File: config.mk
export PLATFORM = sky130hd
export DESIGN_NAME = button_click_classifier_unit
export DESIGN_NICKNAME = d
export VERILOG_FILES = /design/src/bcc_pkg.sv /design/src/bcc_cfg.sv /design/src/bcc_core.sv /design/src/button_click_classifier_unit.sv
export SDC_FILE = /design/constraint.sdc
export NUM_CORES = 1
export LEC_CHECK = 0
export BUFFER_PORTS_ARGS = -buffer_cell sky130_fd_sc_hd__buf_2
export CORE_MARGIN = 10
export CORE_UTILIZATION = 30
export DETAILED_ROUTE_END_ITERATION = 7
export HOLD_SLACK_MARGIN = 0.02
export SLEW_MARGIN = 25
export SYNTH_ARGS = -nofsm -noshare
export SYNTH_HDL_FRONTEND = slang
export SYNTH_SLANG_ARGS = --single-unit
File: constraint.sdc
create_clock -name clk -period 12.7 [get_ports clk]
set_input_delay 2.54 -clock clk [delete_from_list [all_inputs] [get_ports clk]]
set_output_delay 2.54 -clock clk [all_outputs]
set_load 0.05 [all_outputs]
File: src/bcc_pkg.sv
package bcc_pkg;

  // configuration register indexes
  localparam int unsigned CfgAddrW = 3;
  localparam logic [CfgAddrW-1:0] REG_DOUBLE_WINDOW  = 3'd0;
  localparam logic [CfgAddrW-1:0] REG_LONG_THRESHOLD = 3'd1;
  localparam logic [CfgAddrW-1:0] REG_DEBOUNCE_TICKS = 3'd2;
  localparam logic [CfgAddrW-1:0] REG_CLICK_COUNT    = 3'd3;
  localparam logic [CfgAddrW-1:0] REG_ACTIVE_LEVEL   = 3'd4;

  localparam int unsigned CntW     = 16;
  localparam int unsigned CfgDataW = 16;
  localparam int unsigned InDataW  = 8;
  localparam int unsigned OutDataW = 8;
  localparam int unsigned EvW      = 5;

  // reset values of the configuration registers
  localparam logic [CntW-1:0] DOUBLE_WINDOW_RST  = 16'd300;
  localparam logic [CntW-1:0] LONG_THRESHOLD_RST = 16'd2000;
  localparam logic [CntW-1:0] DEBOUNCE_TICKS_RST = 16'd20;
  localparam logic [CntW-1:0] CLICK_COUNT_RST    = 16'd2;
  localparam logic            ACTIVE_LEVEL_RST   = 1'b0;

  // gap wrap constant of the original counter arithmetic
  localparam logic [CntW:0] GAP_WRAP = 17'h0FFFF;

  typedef struct packed {
    logic [CntW-1:0] double_window;
    logic [CntW-1:0] long_threshold;
    logic [CntW-1:0] debounce_ticks;
    logic [CntW-1:0] click_count;
    logic            active_level;
  } cfg_t;

  // declared msb first so that short_click lands in bit 0
  typedef struct packed {
    logic long_release;
    logic long_hold;
    logic long_click;
    logic multi_click;
    logic short_click;
  } events_t;

endpackage

File: src/bcc_cfg.sv
module bcc_cfg
  import bcc_pkg::*;
(
  input  logic                clk,
  input  logic                rst,
  input  logic                cfg_we,
  input  logic [CfgAddrW-1:0] cfg_addr,
  input  logic [CfgDataW-1:0] cfg_wdata,
  output cfg_t                cfg
);

  // register file, write only
  always_ff @(posedge clk) begin
    if (rst) begin
      cfg.double_window  <= DOUBLE_WINDOW_RST;
      cfg.long_threshold <= LONG_THRESHOLD_RST;
      cfg.debounce_ticks <= DEBOUNCE_TICKS_RST;
      cfg.click_count    <= CLICK_COUNT_RST;
      cfg.active_level   <= ACTIVE_LEVEL_RST;
    end else if (cfg_we) begin
      case (cfg_addr)
        REG_DOUBLE_WINDOW:  cfg.double_window  <= cfg_wdata;
        REG_LONG_THRESHOLD: cfg.long_threshold <= cfg_wdata;
        REG_DEBOUNCE_TICKS: cfg.debounce_ticks <= cfg_wdata;
        REG_CLICK_COUNT:    cfg.click_count    <= cfg_wdata;
        REG_ACTIVE_LEVEL:   cfg.active_level   <= cfg_wdata[0];
        default: ;
      endcase
    end
  end

endmodule

File: src/bcc_core.sv
module bcc_core
  import bcc_pkg::*;
(
  input  logic    clk,
  input  logic    rst,
  input  logic    step,
  input  logic    pin,
  input  cfg_t    cfg,
  output events_t ev
);

  logic            pressed_phase, pressed_phase_next;
  logic [CntW-1:0] debounce_count, debounce_count_next;
  logic [CntW-1:0] tick_count, tick_count_next;
  logic [CntW-1:0] release_count, release_count_next;
  logic [CntW-1:0] first_release_tick, first_release_tick_next;
  logic            long_done, long_done_next;

  logic            active;
  logic [CntW-1:0] deb_inc;
  logic [CntW:0]   gap;

  // phase logic then gap classification, one tick per step
  always_comb begin
    active                  = (pin == cfg.active_level);
    pressed_phase_next      = pressed_phase;
    debounce_count_next     = debounce_count;
    tick_count_next         = tick_count;
    release_count_next      = release_count;
    first_release_tick_next = first_release_tick;
    long_done_next          = long_done;
    deb_inc                 = debounce_count + 16'd1;
    ev                      = '0;

    if (pressed_phase || (release_count != '0)) begin
      tick_count_next = tick_count + 16'd1;
    end

    if (!pressed_phase) begin
      if (active) begin
        debounce_count_next = deb_inc;
        if (deb_inc >= cfg.debounce_ticks) begin
          debounce_count_next = '0;
          pressed_phase_next  = 1'b1;
        end
      end else begin
        debounce_count_next = '0;
      end
    end else begin
      if (active && !long_done && (tick_count_next >= cfg.long_threshold)) begin
        long_done_next = 1'b1;
        ev.long_click  = 1'b1;
      end else if (!active) begin
        if (long_done) begin
          tick_count_next    = '0;
          release_count_next = '0;
          pressed_phase_next = 1'b0;
          long_done_next     = 1'b0;
          ev.long_release    = 1'b1;
        end else begin
          pressed_phase_next = 1'b0;
          if (release_count == '0) begin
            first_release_tick_next = tick_count_next;
          end
          release_count_next = release_count + 16'd1;
        end
      end else if (long_done) begin
        ev.long_hold = 1'b1;
      end
    end

    // gap since first release, with the wrap formula
    if (tick_count_next < first_release_tick_next) begin
      gap = {1'b0, tick_count_next} + GAP_WRAP - {1'b0, first_release_tick_next};
    end else begin
      gap = {1'b0, tick_count_next} - {1'b0, first_release_tick_next};
    end

    if ((gap > {1'b0, cfg.double_window}) && (release_count_next != '0)) begin
      release_count_next      = '0;
      tick_count_next         = '0;
      first_release_tick_next = '0;
      ev.short_click          = 1'b1;
    end else if ((gap < {1'b0, cfg.double_window}) &&
                 (release_count_next == cfg.click_count)) begin
      release_count_next      = '0;
      tick_count_next         = '0;
      first_release_tick_next = '0;
      ev.multi_click          = 1'b1;
    end
  end

  // classifier state
  always_ff @(posedge clk) begin
    if (rst) begin
      pressed_phase      <= 1'b0;
      debounce_count     <= '0;
      tick_count         <= '0;
      release_count      <= '0;
      first_release_tick <= '0;
      long_done          <= 1'b0;
    end else if (step) begin
      pressed_phase      <= pressed_phase_next;
      debounce_count     <= debounce_count_next;
      tick_count         <= tick_count_next;
      release_count      <= release_count_next;
      first_release_tick <= first_release_tick_next;
      long_done          <= long_done_next;
    end
  end

endmodule

File: src/button_click_classifier_unit.sv
// Button click classifier: takes one pin sample per input beat (one tick),
// debounces presses and reports short click, multi-click, long click,
// long hold and long release as flags on one output beat per input beat.
// Throughput is one beat per clock cycle while the output is not stalled. An
// accepted sample is held in the input register; the combinational classifier
// update then loads its flags into the result register, from which the result
// beat is presented. Backpressure on the output holds both registers and the
// classifier state. Configuration registers are written through
// cfg_we/cfg_addr/cfg_wdata; the user must write them only while no beat is
// in flight, as the block itself does not enforce it.
module button_click_classifier_unit
  import bcc_pkg::*;
(
  input  logic                clk,
  input  logic                rst,
  input  logic                s_axis_tvalid,
  output logic                s_axis_tready,
  input  logic [InDataW-1:0]  s_axis_tdata,  // [0] pin_level, rest unused
  output logic                m_axis_tvalid,
  input  logic                m_axis_tready,
  output logic [OutDataW-1:0] m_axis_tdata,  // [0] short_click, [1] multi_click,
                                             // [2] long_click, [3] long_hold,
                                             // [4] long_release, rest zero
  input  logic                cfg_we,
  input  logic [CfgAddrW-1:0] cfg_addr,
  input  logic [CfgDataW-1:0] cfg_wdata
);

  cfg_t    cfg;
  events_t ev;
  logic    in_valid;
  logic    in_pin;
  logic    out_free;
  logic    step;
  events_t out_ev;

  bcc_cfg u_cfg (
    .clk       (clk),
    .rst       (rst),
    .cfg_we    (cfg_we),
    .cfg_addr  (cfg_addr),
    .cfg_wdata (cfg_wdata),
    .cfg       (cfg)
  );

  // pipeline advance control
  assign out_free      = !m_axis_tvalid || m_axis_tready;
  assign step          = in_valid && out_free;
  assign s_axis_tready = !in_valid || out_free;

  // input register
  always_ff @(posedge clk) begin
    if (rst) begin
      in_valid <= 1'b0;
    end else if (s_axis_tready) begin
      in_valid <= s_axis_tvalid;
    end
  end

  always_ff @(posedge clk) begin
    if (s_axis_tready && s_axis_tvalid) begin
      in_pin <= s_axis_tdata[0];
    end
  end

  bcc_core u_core (
    .clk  (clk),
    .rst  (rst),
    .step (step),
    .pin  (in_pin),
    .cfg  (cfg),
    .ev   (ev)
  );

  // result register
  always_ff @(posedge clk) begin
    if (rst) begin
      m_axis_tvalid <= 1'b0;
    end else if (out_free) begin
      m_axis_tvalid <= in_valid;
    end
  end

  always_ff @(posedge clk) begin
    if (step) begin
      out_ev <= ev;
    end
  end

  assign m_axis_tdata = {{(OutDataW-EvW){1'b0}}, out_ev};

endmodule

==> run metrics, run 1 <==
CP required 13.01 ns; Synth cell types 77; DR DRC count 0; post-synth top area cell dfxtp_1; Switching Power 0.3108 mW; IO Pins 42; crit-path max FO 61; first-pass GRT wire length 46,240 um; Post-synth ARST share 0; R2R depth 33; worst skew pair latency 0.44 ns; status finished, final reports clean; most frequent cells after synthesis nand2_1, dfxtp_1, a21oi_1, nor2_1, inv_1; initial antenna violation count 0; Mean Syn Cell Area 7.489 sq um; reg2reg setup slack 3.47 ns; layout filler cell count 3,569; Clock transition at path regs 0.07 ns; Clock Tree Root clkbuf_16; post_cts resized 0; # clock sinks 139; netlist area before placement 9886 sq um; drt pass-1 iters 5; Final ANT Viol Nets 0; final net count 1,397; #FFs+latches synth 139; crit share post-route 0.7271; initial core utilization 0.3038; Slowest-stage cell, CP dfxtp_1; Achievable Freq 108.3 MHz; synth warn 0; Tot GR Track Use 0.1377; number of global-route vias before repair 8,571; Synth Instances 1,320; n_diodes 0; DIE AREA 40,610 sq um; combinational share of power 0.106; Final Setup Violations 0; Internal 0.7424 mW; critical path arrival 9.55 ns; fin. max-slew vios 0; clock power share 0.464; min-delay src u_cfg.cfg[62]$_SDFFE_PP0P_; Synth top area share 0.2693; Pwr Density 97.02 nW/um^2; WL/cell 16.13 um; cell depth of the worst hold path 2; setup_tns 0 ns; Hold-fix buffers, CTS 0; worst reg2reg path startpoint u_core.release_count[0]$_SDFFE_PP0P_; crit start category flop; WP buf/inv 3; drt total wl 28,240 um; Seq/Total Area, Yosys 0.2876; row cnt 66; leakage power 4.373 nW; sequential share of power 0.431; Final Hold Fails 0; Peak VDD IR 0.1021 mV; Synth Flop Type dfxtp_1; H-Tree Depth 4; total setup buffers inserted after CTS 0; Die W 201.5 um; vias per cell 5.302; EDFF count, synth 6; Placeable Area 32,540 sq um; Max transition margin 0.3469; Final Skew 0.009038 ns; max incr delay on CP 0.54 ns; WHS Endpoint u_cfg.cfg[62]$_SDFFE_PP0P_; Setup WS post-layout 3.466 ns; minimum clock period 9.234 ns; total grt overflow 0; worst min path class flop to flop; Detailed Route Iter0 Violations 685; Critical R2R Capture u_core.release_count[15]$_SDFFE_PP0P_; Crit. End Element flop; # port buffers 31; CTS max path bufs 2; CP top delay family compound AO/OA/AOI/OAI gates; cts bufs inserted 17; unrepaired setup endpoints after global routing no; DP Worst Slack 3.587 ns; most frequent cell after synthesis nand2_1; DP Wirelength 20,400 um; synth top area cells dfxtp_1, ha_1, nand2_1; fraction of layout cells with a size suffix above 1 0.07492; routed via count 9,279; largest net degree at the start of global routing 91; Sw Ratio 0.2951; Area growth syn-to-layout 9.809%; Max-Cap Viols 0; Worst Max-Slew Pin Slew 0.9760 ns; kind of critical path flop to flop; Die Y 201.5 um; CTS tree yes; Final GP Congestion 0.8926
## cell families (layout without fill, tap and decap cells)
logic type,after synthesis,after routing,synth area share
adders and majority gates,70,70,0.09012
xor gates and xnor gates,52,52,0.04873
AOI/OAI and AO/OA,357,357,0.2321
other,1,3,0.0003793
DFF,139,139,0.2876
and+or+nand+nor,516,516,0.2540
muxes,16,16,0.01658
buffers and inverters,169,155,0.07050
## registers in the layout, indices dropped and copies added (netlist names)
name and count:
in_pin 1, in_valid 1, m_axis_tdata 5, m_axis_tvalid 1, u_cfg.cfg 65, u_core.debounce_count 16
u_core.first_release_tick 16, u_core.long_done 1, u_core.pressed_phase 1, u_core.release_count 16, u_core.tick_count 16
## tightest hold or removal path, stage by stage, from the launching register on
cell     delay, ns
dfxtp_1       0.31
nand2_1       0.05
a21oi_1       0.05
## worst max-delay path by stage
stage	start	endpoint	slack [ns]	depth (start not counted)
final	u_core.release_count[0]$_SDFFE_PP0P_	u_core.release_count[15]$_SDFFE_PP0P_	3.47	33
after global placement	u_core.release_count[0]$_SDFFE_PP0P_	u_core.release_count[15]$_SDFFE_PP0P_	3.71	33
after detailed placement	u_core.release_count[0]$_SDFFE_PP0P_	u_core.release_count[15]$_SDFFE_PP0P_	3.59	33
after floorplan	u_core.release_count[0]$_SDFFE_PP0P_	u_core.tick_count[10]$_SDFFE_PP0P_	5.52	38
after CTS	u_core.release_count[0]$_SDFFE_PP0P_	u_core.release_count[15]$_SDFFE_PP0P_	3.51	33
after global routing	u_core.release_count[0]$_SDFFE_PP0P_	u_core.release_count[2]$_SDFFE_PP0P_	2.79	33
## power groups by stage
stage	Clock (mW)	Sequential (mW)	Combinational, mW
after floorplan	0	0.462	0.0794
after global placement	0	0.463	0.110
after detailed placement	0	0.464	0.110
after CTS	0.499	0.454	0.111
after global routing	0.515	0.454	0.124
final	0.488	0.454	0.111
## layout by cell type, fill, tap and decap left out, types with 30 or more instances in the layout
cell	instances
inv_1	80
nand3_1	48
a21oi_1	130
ha_1	68
dfxtp_1	133
nand2_1	188
nor2_1	102
buf_2	30
and3_1	30
o21ai_0	44
## per-layer routing
| metal | share of wire | up-vias | global-route usage |
|---|---|---|---|
| li1 | - | 4640 | - |
| met1 | 0.49 | 4383 | 0.1914 |
| met2 | 0.45 | 224 | 0.2136 |
| met3 | 0.045 | 32 | 0.02201 |
| met4 | 0.015 | 0 | 0.04107 |
| met5 | 0 | - | 0 |
## metrics by stage
step	cell area [sq um]	hold WS, ns	std cells	util	total power [mW]
floorplan	9893	0.4322	1322	-	0.5417
global placement	10290	0.4395	1718	0.3162	0.5729
detailed placement	10290	0.4475	1718	0.3162	0.5740
CTS	10850	0.4570	1750	0.3334	1.063
global route	10860	0.4732	1750	0.3336	1.093
finish	10860	0.4561	1750	0.3336	1.053
## layout make-up
class                           instances  area (sq um)  area share
Multi-Input combinational cell       1014          6364      0.5862
Sequential cell                       139          2843      0.2619
Timing Repair Buffer                   40         225.2     0.02075
Clock inverter                         14         120.1     0.01106
Clock buffer                           18         439.2     0.04046
Inverter                               83         311.5     0.02870
Tap cell                              442         553.0     0.05095
(Power assumes the default switching activity.)
==> run 2, diff against run 1 <==
- clock period: 12.7 -> 9.1 ns (I/O delays scaled with it)
==> run 2 against run 1 <==
  * Highest routed layer unchanged
  * Worst setup slack worse by 2.7 ns
  * First-iteration DRC count is 11% higher
  * Largest cell class unchanged
  * Via count is 1.3% higher
  * Clock power is 45% higher
  * Final area is 1.3% higher
  * Critical path depth is 3 lower
  * Die area stayed put
  * Critical endpoint unchanged
==> run metrics, run 2 (synthesized netlist as in run 1, its figures left out) <==
status finished, final reports clean (unchanged); H-Tree Depth 4 (unchanged); WHS Endpoint u_cfg.cfg[24]$_SDFFE_PP0P_ (was u_cfg.cfg[62]$_SDFFE_PP0P_); min-delay src u_cfg.cfg[24]$_SDFFE_PP0P_ (was u_cfg.cfg[62]$_SDFFE_PP0P_); most frequent CP cell and3_1; Final Skew 0.01417 ns (was 0.009038 ns); crit share post-route 0.9170 (was 0.7271); unrepaired setup endpoints after global routing no (unchanged); Detailed Route Iter0 Violations 762 (was 685); cts bufs inserted 17 (unchanged); IO Pins 42 (unchanged); Hold-fix buffers, CTS 0 (unchanged); Critical R2R Capture u_core.release_count[15]$_SDFFE_PP0P_ (unchanged); worst reg2reg path startpoint u_core.release_count[3]$_SDFFE_PP0P_ (was u_core.release_count[0]$_SDFFE_PP0P_); max incr delay on CP 0.48 ns (was 0.54 ns); worst min path class flop to flop (unchanged); DR DRC count 0 (unchanged); Worst Max-Slew Pin Slew 1.031 ns (was 0.9760 ns); initial antenna violation count 0 (unchanged); routed via count 9,395 (was 9,279); DIE AREA 40,610 sq um (unchanged); Clock transition at path regs 0.07 ns (about the same); Die Y 201.5 um (unchanged); setup_tns 0 ns (unchanged); Max transition margin 0.3104 (was 0.3469); Final Setup Violations 0 (unchanged); crit-path max FO 61 (unchanged); CP required 9.41 ns (was 13.01 ns); Final GP Congestion 0.8933 (was 0.8926); crit start category flop (unchanged); leakage power 4.453 nW (was 4.373 nW); commonest non-fill, non-tap cell in the layout nand2_1 (unchanged); Multi-input gate area 6372 sq um (was 6364 sq um); kind of critical path flop to flop (unchanged); DP Wirelength 20,740 um (was 20,400 um); Most flops, register u_cfg.cfg (unchanged); Slowest-stage cell, CP a211oi_2 (was dfxtp_1); Clock Tree Root clkbuf_16 (unchanged); Tot GR Track Use 0.1404 (was 0.1377); total grt overflow 0 (unchanged); n_diodes 0 (unchanged); uppermost routed layer met4 (unchanged); fraction of layout cells with a size suffix above 1 0.08567 (was 0.07492); Final ANT Viol Nets 0 (unchanged); Crit. End Element flop (unchanged); row cnt 66 (unchanged); fin. max-slew vios 0 (unchanged); cell depth of the worst hold path 2 (unchanged); commonest non-fill, non-tap cells in the layout nand2_1, a21oi_1, dfxtp_1, nor2_1, inv_1 (was nand2_1, dfxtp_1, a21oi_1, nor2_1, inv_1); Area growth syn-to-layout 11.21% (was 9.809%); final net count 1,408 (was 1,397); Achievable Freq 119.8 MHz (was 108.3 MHz); critical path arrival 8.65 ns (was 9.55 ns); drt pass-1 iters 5 (unchanged); routed length on met3 1347 um (was 1259 um); Largest register FFs 65 (unchanged); minimum clock period 8.345 ns (was 9.234 ns); R2R depth 30 (was 33); first-pass GRT wire length 47,090 um (was 46,240 um); Post-Layout Cell Count 1,761 (was 1,750); Max-Cap Viols 0 (unchanged); Placeable Area 32,540 sq um (unchanged); met2 wire length 12,850 um (was 12,630 um); Peak VDD IR 0.1473 mV (was 0.1021 mV); register area 2846 sq um (was 2843 sq um); initial core utilization 0.3038 (unchanged); # clock sinks 139 (unchanged); vias per cell 5.335 (was 5.302); CTS tree yes (unchanged); worst skew pair latency 0.44 ns (about the same); layout filler cell count 3,534 (was 3,569); Final Hold Fails 0 (unchanged); CTS max path bufs 2 (unchanged); WL met1 13,940 um (was 13,920 um); largest net degree at the start of global routing 98 (was 91); # port buffers 31 (unchanged); dpl cells 1,729 (was 1,718); drt total wl 28,770 um (was 28,240 um); number of global-route vias before repair 8,613 (was 8,571); WL/cell 16.34 um (was 16.13 um); reg2reg setup slack 0.76 ns (was 3.47 ns); Die W 201.5 um (unchanged); Pwr Density 136.2 nW/um^2 (was 97.02 nW/um^2)
-- run 2: cell types whose count changed in the layout (fill, tap and decap cells not counted), moves of 2 or more --
| cell | before | now |
|---|---|---|
| dfxtp_2 | 0 | 3 |
| buf_4 | 10 | 19 |
| clkinv_4 | 0 | 4 |
| inv_4 | 2 | 0 |
| dfxtp_1 | 133 | 130 |
-- run 2: per-stage QoR --
step	hold slack, ns	worst slack (ns)	utilization	total power, mW	instance area [sq um]
global placement	0.4385	0.8166	0.3191	0.8017	10380
CTS	0.4562	0.5640	0.3374	1.510	10980
finish	0.4538	0.7555	0.3379	1.497	10990
global route	0.4691	0.001787	0.3379	1.553	10990
detailed placement	0.4467	0.6844	0.3194	0.8040	10390
floorplan	0.4322	1.919	-	0.7560	9893
-- run 2: worst max path at each step --
| stage | start | end | slack, ns | cells past startpoint |
|---|---|---|---|---|
| floorplan | u_core.release_count[0]$_SDFFE_PP0P_ | u_core.tick_count[10]$_SDFFE_PP0P_ | 1.92 | 38 |
| global placement | u_core.release_count[0]$_SDFFE_PP0P_ | u_core.tick_count[15]$_SDFFE_PP0P_ | 0.82 | 34 |
| detailed placement | u_core.release_count[0]$_SDFFE_PP0P_ | u_core.tick_count[15]$_SDFFE_PP0P_ | 0.68 | 34 |
| CTS | u_core.release_count[0]$_SDFFE_PP0P_ | u_core.tick_count[15]$_SDFFE_PP0P_ | 0.56 | 34 |
| global route | u_core.release_count[0]$_SDFFE_PP0P_ | u_core.release_count[15]$_SDFFE_PP0P_ | 0.002 | 34 |
| finish | u_core.release_count[3]$_SDFFE_PP0P_ | u_core.release_count[15]$_SDFFE_PP0P_ | 0.76 | 30 |
-- run 2: timing repair --
| action | CTS | global route |
|---|---|---|
| gates resized for setup | 0 | 5 |
| endpoints found under the setup margin | 0 | 48 |
| setup buffers | 0 | 0 |
-- run 2: layout make-up --
| class | instances | share of cell area |
|---|---|---|
| well taps | 442 | 0.05030 |
| clock inverters | 14 | 0.01343 |
| clock buffers | 18 | 0.03995 |
| multi-input cells | 1014 | 0.5796 |
| repair buffers | 51 | 0.02948 |
| flip-flops and latches | 139 | 0.2589 |
| inverters | 83 | 0.02834 |
-- run 2: routing by layer --
layer / global-route usage / up-vias
li1: - / 4660
met1: 0.1956 / 4410
met2: 0.2163 / 286
met3: 0.01831 / 39
met4: 0.05074 / 0
met5: 0 / -
-- run 2: power breakdown --
part / switching [mW] / internal, mW
clock: 0.312 / 0.394
sequential: 0.0107 / 0.623
combinational: 0.110 / 0.0480
total: 0.432 / 1.07
-- run 2: worst max-delay path: cells and delay by family, from the launching register on --
kind	cells	cell delay, ns
mux	1	0.39
flops	1	0.45
simple gates	13	3.59
xor+xnor	2	0.46
buf+inv	2	0.38
compound gates	10	2.28
fa+ha+maj	2	0.61
==> run 3, diff against run 2 <==
- GPL_TIMING_DRIVEN: not set -> 0
==> run 3 against run 2 <==
  * Final area is 3.0% higher
  * Clock skew is 0.0034 ns lower
  * Sequential power is 0.6% lower
  * Worst hold slack better by 0.0034 ns
  * Die area stayed put
  * Register-to-register slack worse by 0.43 ns
  * Via count is 5.9% higher
  * Routed wire length is 15% higher
  * Count of clock-buffer cells in the layout is 1 lower
  * Worst setup slack worse by 0.43 ns
  * Critical path type unchanged
==> run metrics, run 3 (synthesized netlist as in run 1, its figures left out) <==
Setup WS post-layout 0.3294 ns (was 0.7555 ns); Slowest-stage cell, CP nor4_2 (was a211oi_2); Clock Tree Root clkbuf_16 (unchanged); Max transition margin 0.3452 (was 0.3104); CP top delay family simple AND/OR/NAND/NOR gates (unchanged); minimum clock period 8.771 ns (was 8.345 ns); hold_ws 0.4572 ns (was 0.4538 ns); initial core utilization 0.3038 (unchanged); WHS Endpoint u_cfg.cfg[23]$_SDFFE_PP0P_ (was u_cfg.cfg[24]$_SDFFE_PP0P_); Tot GR Track Use 0.1568 (was 0.1404); Final GP Congestion 0.9243 (was 0.8933); commonest non-fill, non-tap cell in the layout nand2_1 (unchanged); CTS tree yes (unchanged); Post-Layout Cell Count 1,826 (was 1,761); critical path arrival 9.08 ns (was 8.65 ns); status finished, final reports clean (unchanged); row cnt 66 (unchanged); Max-Cap Viols 0 (unchanged); most frequent CP cell and3_1 (unchanged); commonest non-fill, non-tap cells in the layout nand2_1, dfxtp_1, a21oi_1, nor2_1, inv_1 (was nand2_1, a21oi_1, dfxtp_1, nor2_1, inv_1); Worst Max-Slew Pin Slew 0.9822 ns (was 1.031 ns); worst min path class flop to flop (unchanged); Cell Area, Placed 10,600 sq um (was 10,390 sq um); crit share post-route 0.9638 (was 0.9170); initial antenna violation count 2 (was 0); cell depth of the worst hold path 2 (unchanged); worst skew pair latency 0.44 ns (about the same); DR DRC count 0 (unchanged); Hold-fix buffers, CTS 0 (unchanged); # port buffers 31 (unchanged); IO Pins 42 (unchanged); max incr delay on CP 0.48 ns (about the same); Peak VDD IR 0.1135 mV (was 0.1473 mV); routed via count 9,947 (was 9,395); R2R depth 35 (was 30); crit-path max FO 10 (was 61); Pwr Density 138.4 nW/um^2 (was 136.2 nW/um^2); Final Setup Violations 0 (unchanged); Most flops, register u_cfg.cfg (unchanged); # clock sinks 139 (unchanged); Final ANT Viol Nets 0 (unchanged); Area growth syn-to-layout 14.53% (was 11.21%); DP Worst Slack -0.7353 ns (was 0.6844 ns); Placeable Area 32,540 sq um (unchanged); worst reg2reg path startpoint u_core.release_count[0]$_SDFFE_PP0P_ (was u_core.release_count[3]$_SDFFE_PP0P_); number of global-route vias before repair 9,226 (was 8,613); DP Wirelength 25,160 um (was 20,740 um); fin. max-slew vios 0 (unchanged); WP buf/inv 4 (was 2); total power after layout 1.567 mW (was 1.497 mW); Die Y 201.5 um (unchanged); leakage power 4.574 nW (was 4.453 nW); n_diodes 0 (unchanged); Final Skew 0.01080 ns (was 0.01417 ns); fraction of layout cells with a size suffix above 1 0.09032 (was 0.08567); DIE AREA 40,610 sq um (unchanged); setup_tns 0 ns (unchanged); WL/cell 18.10 um (was 16.34 um); vias per cell 5.447 (was 5.335); Crit. End Element flop (unchanged); min-delay src u_cfg.cfg[23]$_SDFFE_PP0P_ (was u_cfg.cfg[24]$_SDFFE_PP0P_); drt pass-1 iters 5 (unchanged); largest net degree at the start of global routing 17 (was 98); Die W 201.5 um (unchanged); CTS max path bufs 2 (unchanged); dpl cells 1,795 (was 1,729); cts bufs inserted 17 (unchanged); CP required 9.41 ns (about the same); Achievable Freq 114.0 MHz (was 119.8 MHz); Clock transition at path regs 0.07 ns (about the same); kind of critical path flop to flop (unchanged); reg2reg setup slack 0.33 ns (was 0.76 ns); H-Tree Depth 4 (unchanged); Detailed Route Iter0 Violations 877 (was 762); first-pass GRT wire length 51,070 um (was 47,090 um); drt total wl 33,050 um (was 28,770 um); Critical R2R Capture u_core.first_release_tick[8]$_SDFFE_PP0P_ (was u_core.release_count[15]$_SDFFE_PP0P_); crit start category flop (unchanged); Final Hold Fails 0 (unchanged); final core utilization 0.3480 (was 0.3379); Largest register FFs 65 (unchanged); final instance area 11,320 sq um (was 10,990 sq um); total grt overflow 0 (unchanged); final net count 1,473 (was 1,408)
run 3: what timing repair did:
action	4_1_cts	5_1_grt
pin swaps	1	3
resized for setup	5	13
endpoints found under the setup margin	49	49
buffers inserted	0	3
run 3: worst register-to-register path, delay by kind of cell (launching register included):
kind / cells / cell delay [ns]
AOI/OAI and AO/OA: 10 / 2.17
xor gates and xnor gates: 1 / 0.40
adders and majority gates: 3 / 0.93
buffers and inverters: 4 / 0.80
DFF: 1 / 0.38
muxes: 2 / 0.35
and+or+nand+nor: 15 / 3.65
run 3: cell type report:
class | instances | area, sq um
buffer | 82 | 370.4
clock buffer | 17 | 425.4
clock inverter | 15 | 203.9
fill | 3492 | 21210
inverter | 83 | 311.5
multi-input combinational | 1014 | 6435
sequential | 139 | 2845
tap | 442 | 553.0
timing repair buffer | 34 | 177.7
run 3: worst max path at each step:
stage                                               from                                         to  cells past startpoint
global route        u_core.release_count[0]$_SDFFE_PP0P_  u_core.first_release_tick[9]$_SDFFE_PP0P_                     35
detailed placement  u_core.release_count[0]$_SDFFE_PP0P_  u_core.first_release_tick[8]$_SDFFE_PP0P_                     38
finish              u_core.release_count[0]$_SDFFE_PP0P_  u_core.first_release_tick[8]$_SDFFE_PP0P_                     35
CTS                 u_core.release_count[0]$_SDFFE_PP0P_  u_core.first_release_tick[6]$_SDFFE_PP0P_                     37
global placement    u_core.release_count[0]$_SDFFE_PP0P_  u_core.first_release_tick[7]$_SDFFE_PP0P_                     38
floorplan           u_core.release_count[0]$_SDFFE_PP0P_         u_core.tick_count[10]$_SDFFE_PP0P_                     38
run 3: metal layers:
| layer | up-vias | wire length, um | global-route usage | part of all wire |
|---|---|---|---|---|
| met5 | - | 27 | 0 | 0.00082 |
| met4 | 4 | 801 | 0.05503 | 0.024 |
| li1 | 4798 | - | - | - |
| met1 | 4716 | 15230 | 0.2069 | 0.46 |
| met3 | 61 | 2183 | 0.03277 | 0.066 |
| met2 | 368 | 14810 | 0.2477 | 0.45 |
run 3: power breakdown:
group	switching, mW	internal, mW
sequential	0.00739	0.622
combinational	0.125	0.0547
clock	0.337	0.421
total	0.469	1.10
